`config.mk`:
```
export PLATFORM = sky130hd
export DESIGN_NAME = kvca_ram
export DESIGN_NICKNAME = d
export VERILOG_FILES = /design/src/hdl/kvca_ram.sv
export SDC_FILE = /design/constraint.sdc
export NUM_CORES = 2
export LEC_CHECK = 0
export BUFFER_PORTS_ARGS = -buffer_cell sky130_fd_sc_hd__buf_2
export CAP_MARGIN = 25
export CORE_MARGIN = 5
export CORE_UTILIZATION = 35
export CTS_CLUSTER_DIAMETER = 60
export DETAILED_ROUTE_END_ITERATION = 10
export SYNTH_ARGS = -nofsm -noshare
export SYNTH_HDL_FRONTEND = slang
export SYNTH_SLANG_ARGS = --single-unit
```
`constraint.sdc`:
```
create_clock -name clk -period 7.2 [get_ports clk]
set_input_delay 1.44 -clock clk [delete_from_list [all_inputs] [get_ports clk]]
set_output_delay 1.44 -clock clk [all_outputs]
set_load 0.02 [all_outputs]
```
`src/hdl/kvca_ram.sv`:
```
// ----------------------------------------------------------------------------
// kvca_ram: generic simple dual-port RAM
// One write port and one read port; read data is registered.
// ----------------------------------------------------------------------------
module kvca_ram #(
  parameter int WIDTH = 8,
  parameter int DEPTH = 256
) (
  input  logic                     clk,
  input  logic                     we,
  input  logic [$clog2(DEPTH)-1:0] waddr,
  input  logic [WIDTH-1:0]         wdata,
  input  logic [$clog2(DEPTH)-1:0] raddr,
  output logic [WIDTH-1:0]         rdata
);

  logic [WIDTH-1:0] mem [DEPTH];

  always_ff @(posedge clk) begin
    if (we) begin
      mem[waddr] <= wdata;
    end
    rdata <= mem[raddr];
  end

endmodule

```
---- After elaboration in Yosys (flattened, before gate mapping) ----
Memories as Yosys holds them, arrays and structs flattened. A register that Yosys moved wholly into a read port is not among the register bits.
Cells that the tools add are included.
storage, ports and cells
  register bits after elaboration ......... 0
  RAM bits ................................ 2048
  output and inout bits ................... 8
  memories kept ........................... 1
memories
  name  depth  bits a word  read ports  clocked after Yosys merged registers in  wr ports  RTL line  text
  mem   256    8            1           1                                        1         17        logic [WIDTH-1:0] mem [DEPTH];
operators by class
  muxes and demuxes ....................... 2
operator list
  cell              count
  1-bit 2-to-1 mux  2

---- Logic depth before layout (Yosys ltp) ----
  depth after elaboration ................. 2
  mapped depth ............................ 11
  gate-level depth less buffers ........... 6

---- Worst setup path after synthesis ----
Ideal clock, no wire load.
  path type ............................... input to register
  start ................................... input port raddr[0]
  end ..................................... register rdata[2], read port of mem
  arrival time ............................ 3247 ps
  path slack .............................. 3822 ps
  stages .................................. 9
  path through ............................ buf_6 > buf_12 > buf_8 > buf_2 > mux4_2 > a22oi_1 > a21oi_1 > nor4_1 > nor4_2
RTL lines
  what                RTL line  text
  start: declaration  13        input logic [$clog2(DEPTH)-1:0] raddr,
  end: declaration    14        output logic [WIDTH-1:0] rdata

==> results.tsv <==
stage	metric	value	unit
outcome	status	finished, final reports clean	
drt	Total Wirelength	201000	um
critical_path	CP Launch Point	raddr[3]	
timing	Max Slew Vio Count	0	
drt	via/cell ratio	5.48	
clocking	CTS Sinks	2056	
clocking	Setup Buffers After CTS	0	
synth	share of the synthesized area in the top cell type	77.3	%
critical_path	Crit. End Element	flop	
power	Clock Power Share	42.4	%
grt	initial antenna violation count	16	
drt	Wirelength per Cell	28.6	um
timing	worst-margin pin slew	1.38	ns
finish	share of cells above drive strength 1	22.5	%
finish	Layout Cell Area excl Fill	0.0901	mm^2
synth	flops & latches, synth	2056	
placed_design	Setup Slack @ Placement	2.09	ns
power	P_int	19.6	mW
clocking	CTS root buf	clkbuf_16	
clocking	CTS H-tree lvls	4	
synth	post-synthesis xor/xnor area fraction	0	%
synth	Post-synth EDFFs	2048	
timing	max_slew headroom	7.89	%
synth	post-synthesis mux area share	14.6	%
critical_path	R2R Path Start	mem[42][5]	
synth	Synth Area in Adders	0	%
grt	overflow left after global routing	0	
clocking	Clk Latency, worst-skew pair	0.84	ns
grt	largest net degree at the start of global routing	209	
critical_path	reg2reg setup slack	4.34	ns
grt	global-route usage over all layers	16.8	%
synth	Syn Area/Cell	21.3	um^2
power	PD cells	278	mW/mm^2
timing	min cycle time layout	4.45	ns
synth	Post-Synth Simple-Gate Area	2.63	%
floorplanning	DIE AREA	0.237	mm^2
floorplanning	Die Span Y	487	um
floorplanning	IO Pins	34	
drt	residual DRC count	0	
power	Leak	27.3	nW
clocking	CTS buffer count	209	
timing	Final setup viols	0	
synth	post-synthesis compound-gate area fraction	3.42	%
power	VDD IR max	0.266	mV
timing	final number of hold-violating endpoints	0	
timing	f_max	0.225	GHz
synth	ranking of synthesized cells by area	edfxtp_1 77%, mux4_2 13%, mux2i_1 1.7%, nor2_1 1.3%, a22oi_1 1.3%	
hold_path	Worst Hold Class	primary input to flop	
clocking	Reg clk slew, reported paths	0.06	ns
clocking	post-CTS resize count	0	
drt	DR pass1 iterations	5	
synth	Async SR Flop Fraction	0	%
power	Seq pwr share	52.9	%
finish	Layout area overhead	13.2	%
power	Tot Pwr	25.0	mW
finish	Final nets	3870	
power	Psw	5.46	mW
grt	vias in the first global route	39177	
placed_design	Post-DP HPWL	121000	um
timing	hold_ws	0.995	ns
run	max-cap violations	0	
floorplanning	core footprint	0.227	mm^2
clocking	maximum clock path buffer count	3	
floorplanning	Initial Util	35.1	%
timing	RSZ-0062 raised after global routing	no	
synth	prevailing post-synth register cell	edfxtp_1	
critical_path	Startpoint Class	primary input	
synth	post-synthesis sequential area ratio	77.5	%
placed_design	DP Area	0.0832	mm^2
synth	Mapped Area	0.0796	mm^2
timing	Tcrit/Tclk final	61.8	%
synth	largest family of logic cells by synthesized area	multiplexers	
hold_path	Hold Path Origin	wdata[0]	
placed_design	placed insts	6634	
finish	fin cells	7041	
grt	first-pass GRT wire length	291000	um
synth	number of synthesis warnings	0	
floorplanning	site row count	175	
synth	Cell variety after synth	55	
floorplanning	die extent in x	487	um
timing	skew final	0.0443	ns
power	Logic pwr share	4.8	%
clocking	hold_buf cts	0	
drt	DRT antenna net count	0	
drt	Iteration-0 DRC Markers	4672	
placed_design	Port Buffers	33	
synth	most common cell in the netlist	edfxtp_1	
synth	Syn Inst Count	3733	
power	Sw Share	21.8	%
synth	syn nets	3759	
critical_path	critical path required time	7.88	ns
drt	via count	38576	
critical_path	crit path DAT	5.13	ns
finish	post-layout util	39.7	%
synth	most instantiated cells after synthesis	2048 x edfxtp_1, 454 x mux4_2, 282 x nor2_1	
timing	setup TNS	0	ns
critical_path	CP Class	primary input to flop	
critical_path	CP Max Fanout	24	
placed_design	GP Congestion	0.824	
timing	worst setup margin	2.75	ns
synth	area leader, netlist	edfxtp_1	
clocking	CTS tree	built	
## cells by family (layout without fill, tap and decap cells)
kind of cell	Yosys count	after routing
AOI/OAI and AO/OA	385	385
buffers and inverters	235	527
DFF	2056	2056
muxes	591	591
other	0	7
and+or+nand+nor	466	466
## state kept, by name, indices dropped and copies added, names as in the netlist
signal,cells
mem,2048
rdata,8
## worst max-delay path, stage by stage
cell      delay (ns)
buf_4           0.46
buf_4           0.41
nor2b_1         0.81
a211oi_1        0.17
a311oi_1        0.55
o221ai_1        0.31
a211oi_1        0.80
nor4_1          0.10
## path summary, 6_finish.rpt
| check | cells past startpoint | end |
|---|---|---|
| max | 8 | rdata[5] |
| min | 1 | mem[200][0] |
| max reg2reg | 6 | rdata[5] |
| min reg2reg | 6 | rdata[0] |
## per-layer routing
| layer | track usage, % | vias to the layer above | routed length (um) |
|---|---|---|---|
| met5 | 0 | - | 27 |
| met1 | 23.6 | 20740 | 83500 |
| li1 | - | 15950 | - |
| met4 | 4.76 | 4 | 5680 |
| met2 | 26.9 | 1596 | 96200 |
| met3 | 3.30 | 286 | 15800 |
## power groups by stage
stage          logic (mW)  registers, mW  clock network, mW
5_1_grt              1.26           13.2               11.3
3_5_place_dp         1.19           13.5                  0
6_report             1.19           13.2               10.6
4_1_cts              1.20           13.2               10.8
2_1_floorplan       0.641           13.5                  0
3_3_place_gp         1.17           13.5                  0
## layout by cell type (no fill, tap or decap), types with 24 or more instances in the layout
cell type and count:
a21oi_1 96, a22oi_1 133, buf_2 24, buf_4 69, clkbuf_1 45, clkbuf_16 211
clkinv_1 58, clkinv_2 41, edfxtp_1 2048, mux2i_1 134, mux4_2 454, nand2_1 32
nand3_1 32, nor2_1 279, nor2b_1 28, o221ai_1 46, o22ai_1 28
## area by class of cell
cell class | count | area, um^2
Inverter | 2 | 7.51
Multi-Input combinational cell | 1442 | 16500
Sequential cell | 2056 | 61700
Clock buffer | 257 | 5450
Clock inverter | 135 | 1260
Tap cell | 3009 | 3760
Fill cell | 20059 | 137000
Antenna cell | 7 | 17.5
Timing Repair Buffer | 133 | 1380
(Power assumes the default switching activity.)
