--- config.mk ---
export PLATFORM = sky130hd
export DESIGN_NAME = kvca_alu
export DESIGN_NICKNAME = d
export VERILOG_FILES = /design/src/hdl/kvca_pkg.sv /design/src/hdl/kvca_alu.sv
export SDC_FILE = /design/constraint.sdc
export NUM_CORES = 1
export LEC_CHECK = 0
export BUFFER_PORTS_ARGS = -buffer_cell sky130_fd_sc_hd__buf_2
export CAP_MARGIN = 10
export CORE_ASPECT_RATIO = 2
export CORE_MARGIN = 2
export CORE_UTILIZATION = 40
export DETAILED_ROUTE_END_ITERATION = 7
export GPL_TIMING_DRIVEN = 0
export PLACE_DENSITY = 0.62
export SLEW_MARGIN = 20
export SYNTH_ARGS = -nofsm -noshare
export SYNTH_HDL_FRONTEND = slang
export SYNTH_SLANG_ARGS = --single-unit
export TNS_END_PERCENT = 100
--- constraint.sdc ---
create_clock -name vclk -period 3.5
set_input_delay 0.7 -clock vclk [all_inputs]
set_output_delay 0.7 -clock vclk [all_outputs]
set_load 0.05 [all_outputs]
--- src/hdl/kvca_pkg.sv ---
// ----------------------------------------------------------------------------
// kvca_pkg: shared definitions for the KV cache slot allocator
// Sizes, field widths, the cell word layout and the shared ALU operations.
// ----------------------------------------------------------------------------
package kvca_pkg;

  localparam int CELLS    = 256;
  localparam int MAX_SEQS = 8;

  localparam int CELL_AW = $clog2(CELLS);
  localparam int CNT_W   = $clog2(CELLS + 1);
  localparam int ALU_W   = CNT_W + 1;
  localparam int TST_W   = CNT_W + 1;

  localparam int CFG_W   = 9;
  localparam int RUN_W   = 9;
  localparam int SPOS_W  = 12;
  localparam int MASK_W  = 8;
  localparam int SLOT_W  = 8;
  localparam int CMAX_W  = 9;
  localparam int POS_W   = 13;

  localparam logic [CFG_W-1:0] CFG_RESET = CFG_W'(256);
  localparam logic             REQ_ALLOC = 1'b0;
  localparam logic             REQ_CLEAR = 1'b1;

  typedef enum logic [1:0] {
    ALU_ADD = 2'b01,
    ALU_SUB = 2'b10
  } alu_op_t;

  typedef struct packed {
    logic [POS_W-1:0]    pos;
    logic [MAX_SEQS-1:0] seq;
  } cell_word_t;

  localparam int CELL_WORD_W = $bits(cell_word_t);

endpackage

--- src/hdl/kvca_alu.sv ---
// ----------------------------------------------------------------------------
// kvca_alu: shared add/subtract unit
// Adds or subtracts two operands; carry is the carry out on an add and the
// borrow (a below b) on a subtract.
// ----------------------------------------------------------------------------
module kvca_alu (
  input  kvca_pkg::alu_op_t         op,
  input  logic [kvca_pkg::ALU_W-1:0] a,
  input  logic [kvca_pkg::ALU_W-1:0] b,
  output logic [kvca_pkg::ALU_W-1:0] res,
  output logic                       carry
);

  always_comb begin
    case (op)
      kvca_pkg::ALU_ADD: {carry, res} = {1'b0, a} + {1'b0, b};
      kvca_pkg::ALU_SUB: {carry, res} = {1'b0, a} - {1'b0, b};
      default:           {carry, res} = '0;
    endcase
  end

endmodule

[Yosys cells after proc, flatten, opt, wreduce, memory -nomap -nowiden]
Index checks and enable logic that the tools add are counted.
Storage, ports and cells
  word-level logic and storage cells: 6
  input port bits: 22
  register bits after elaboration: 0
  output and inout port bits: 11
Operators by class
  add/subtract/negate cells: 2
  multiplexer cells: 2
  equal/unequal tests: 2
Operator list (count)
  case mux 10 bit (2 select lines): 1
  adder 10 x 10 -> 11 bit: 1
  subtractor 10 x 10 -> 11 bit: 1
  == test 2 x 1 -> 1 bit (second input constant): 1
  == test 2 bit (second input constant): 1
  case mux 1 bit (2 select lines): 1

[Depth between registers and ports, before layout]
  depth in word-level cells: 2
  gate-level depth with buffers: 9
  depth with buffers taken out: 9

[Least setup slack after synthesis]
Ideal clock, no wire load.
  path kind: in2out
  start: input port a[0] (netlist bit)
  end: output port res[6] (netlist bit)
  setup slack: -0.749 ns
  arrival: 3.549 ns
  data required time: 2.800 ns
  path buffers: 0
  stages on the path: 8
  cells stage by stage: ha_1 inv_1 fa_1 o21bai_1 nand2_1 a21oi_1 nor2_1 o311ai_0
Between the ends
  cells in the longest elaborated chain, start to end: 2
  elaborated cells on any way between the ends: 3
  classes of those cells: add/sub: 2; mux: 1
RTL lines
  start, declared: line kvca_alu.sv:8  | input logic [kvca_pkg::ALU_W-1:0] a,
  subtractor 10 x 10 -> 11 bit or adder 10 x 10 -> 11 bit (tied branches): line kvca_alu.sv:17, kvca_alu.sv:16
  case mux 10 bit (2 select lines) (*): line kvca_alu.sv:15  | case (op)
  end, declared: line kvca_alu.sv:10  | output logic [kvca_pkg::ALU_W-1:0] res,
Every way passes the cells marked *; elsewhere a longest branch is shown, timed or not.

[Worst setup path in the final report]
  start: input port b[4] (netlist bit)
  end: output port res[9] (netlist bit)
Between the ends
  cells in the longest elaborated chain, start to end: 2
  elaborated cells on any way between the ends: 3
  classes of those cells: add/sub: 2; mux: 1
RTL lines
  start, declared: line kvca_alu.sv:9  | input logic [kvca_pkg::ALU_W-1:0] b,
  subtractor 10 x 10 -> 11 bit or adder 10 x 10 -> 11 bit (tied branches): line kvca_alu.sv:17, kvca_alu.sv:16
  case mux 10 bit (2 select lines) (*): line kvca_alu.sv:15
Marks and branches as above.

==> results.ini <==
[clock_tree]
ctsHoldBuffers = 0

[worst_hold_path]
hp-start = b[0]
min_to = res[0]
worstHoldPathCells = 4
hp-class = in -> out

[pwr]
power.switching_w = 0.0001659
pwr-share-seq_pct = 0
p_int_w = 0.0001018
combPwrFrac_pct = 100.0
irDropWorstVdd_uv = 87.44
fin_total_pwr_w = 0.0002677
sw_frac_of_total_pct = 61.98
power_frac_clock_pct = 0
power_density_nw_per_um2 = 187.2
p_leak_nw = 0.7143

[routing]
routedWlPerCell_um = 14.06
num_vias = 1264
ant_nets = 0
drc_errors = 0
drt_iter0_markers = 21
vias_per_cell = 5.694
drtPass1Iterations = 4
drt-total-wl_um = 3122

[global_route]
grt_pass1_vias = 1238
antenna_found_initial = 0
grt_use_total_pct = 20.45
grt_pass1_wl_um = 5037
grt_max_degree = 11
gr-total-overflow = 0

[final_layout]
clock_buffers = 0
diodes = 0
syn2layout_area_growth_pct = 30.18
fin_nets = 242
fill_cells = 267
seq_cells = 0
drive_gt1_share_pct = 31.44
regArea_um2 = 0

[floorplan]
start_util_pct = 42.75
row_count = 26
die_w_um = 41.06
io_pins = 33
dieArea_um2 = 3207
core_um2 = 2570
fp.dieH_um = 78.11

[timing]
whs_ns = 1.873
worst_pin_slew_ns = 0.5762
min_period_over_period_pct = 97.85
hold_viol = 0
timing.fmax_ghz = 0.2920
setup_viol = 0
slew_headroom_pct = 61.58
maxSlewViolCount = 0
final.min_clock_period_ns = 3.425

[placement]
numPortBuffers = 33
routabilityCongestion = 0.7507
dp_hpwl_um = 2486

[synthesis]
postSynthAreaPerCell_um2 = 7.042
ys_seq_area_share_pct = 0
netlist_area_um2 = 1099
ys_warn_count = 0
synthCells = 156
syn_nets = 202
synthDistinctLibCells = 52

[worst_setup_path]
cp_max_fo = 5
path_common_cell = buf_2
critical_path.max_stage_delay_ns = 0.42
crit_type = in -> out
worst_path_dominant_cell_family = compound AO/OA/AOI/OAI gates
cp_cell_sequence = buf_2, inv_1, ha_2, inv_2, a21oi_2, o311ai_4, a2111oi_2, nor4_1, o31a_1, buf_2
end_kind = output pin
cp.arrival_ns = 2.72
critical_path_buf_inv_count = 4
crit_path_top_delay_cell = a2111oi_2
critPathRequiredTime_ns = 2.80
cp-start-kind = primary input

[run_status]
status = finished clean

[flow_run]
cap_violations = 0

final cells by class:
type                            instances  area [um2]  area share [%]
Buffer                                  7       36.28           2.537
Inverter                               23       88.84           6.212
Multi-Input combinational cell        126        1055           73.75
Tap cell                               28       35.03           2.450
Timing Repair Buffer                   38       215.2           15.05
synthesized netlist by cell type, types with 4 or more instances:
library cell	instances	area, um2
ha_1	22	275.3
clkbuf_1	4	15.01
a21oi_1	8	40.04
nor2_1	11	41.29
inv_1	21	78.83
nand2_1	14	52.55
o22ai_1	4	25.02
nor3_1	5	25.02
nand2b_1	5	31.28
cells by family after synthesis:
logic type	count (synthesis)	synth area share [%]
AOI/OAI and AO/OA	44	30.41
buffers and inverters	30	11.16
and+or+nand+nor	52	24.72
muxes	2	1.822
xor gates and xnor gates	4	3.190
adders and majority gates	24	28.70
cell usage in the layout, fill, tap and decap left out, drive strengths merged, types with 2 or more instances in the layout:
cell type  instances
a211oi             2
or3                3
inv               22
nor2b              3
a2111oi            2
ha                22
nor2              11
o311ai             3
nand4              2
nand3              3
nand2             14
nand2b             5
a21oi              9
clkbuf             4
fa                 2
nor3               5
buf               41
a32oi              2
o21ai              6
xnor2              3
mux2i              2
and2               2
o22ai              4
per-stage QoR:
step | area (um2) | utilization [%] | cells | setup WS (ns) | setup TNS [ns]
2_1_floorplan | 1112 | - | 156 | -0.1512 | -0.1512
3_3_place_gp | 1313 | 51.07 | 217 | -0.01504 | -0.01504
3_5_place_dp | 1313 | 51.07 | 217 | -0.02538 | -0.02538
4_1_cts | 1323 | 51.46 | 217 | 0.02861 | 0
5_1_grt | 1430 | 55.65 | 222 | -0.01406 | -0.01406
6_report | 1430 | 55.65 | 222 | 0.07539 | 0
routing by layer:
layer	GRT usage, %	vias up	wire length, um
li1	-	636	-
met1	21.43	596	1158
met2	39.22	27	1810
met3	0.2825	5	97
met4	5.333	0	55
met5	0	-	0
power by group through the flow:
stage	Sequential (W)	Combinational, W	Clock [W]
floorplan	0	0.000182	0
detailed placement	0	0.000241	0
global route	0	0.000291	0
finish	0	0.000268	0
CTS	0	0.000245	0
global placement	0	0.000237	0
worst max-delay path by stage:
stage                     depth (start not counted)  endpoint  start  slack (ns)
after floorplan                                   8    res[6]   a[0]       -0.15
after global placement                           11    res[8]   a[0]       -0.02
after detailed placement                         11    res[8]   a[0]       -0.03
after CTS                                        11    res[8]   a[0]        0.03
after global routing                             10    res[9]   b[4]       -0.01
final                                            10    res[9]   b[4]        0.08
timing repair:
action / CTS / global route
endpoints found under the setup margin: 1 / 3
pin swaps: 0 / 4
setup buffers: 0 / 5
gates cloned: 0 / 0
resized for setup: 2 / 16
No activity file was read; power rests on OpenSTA's default activity.
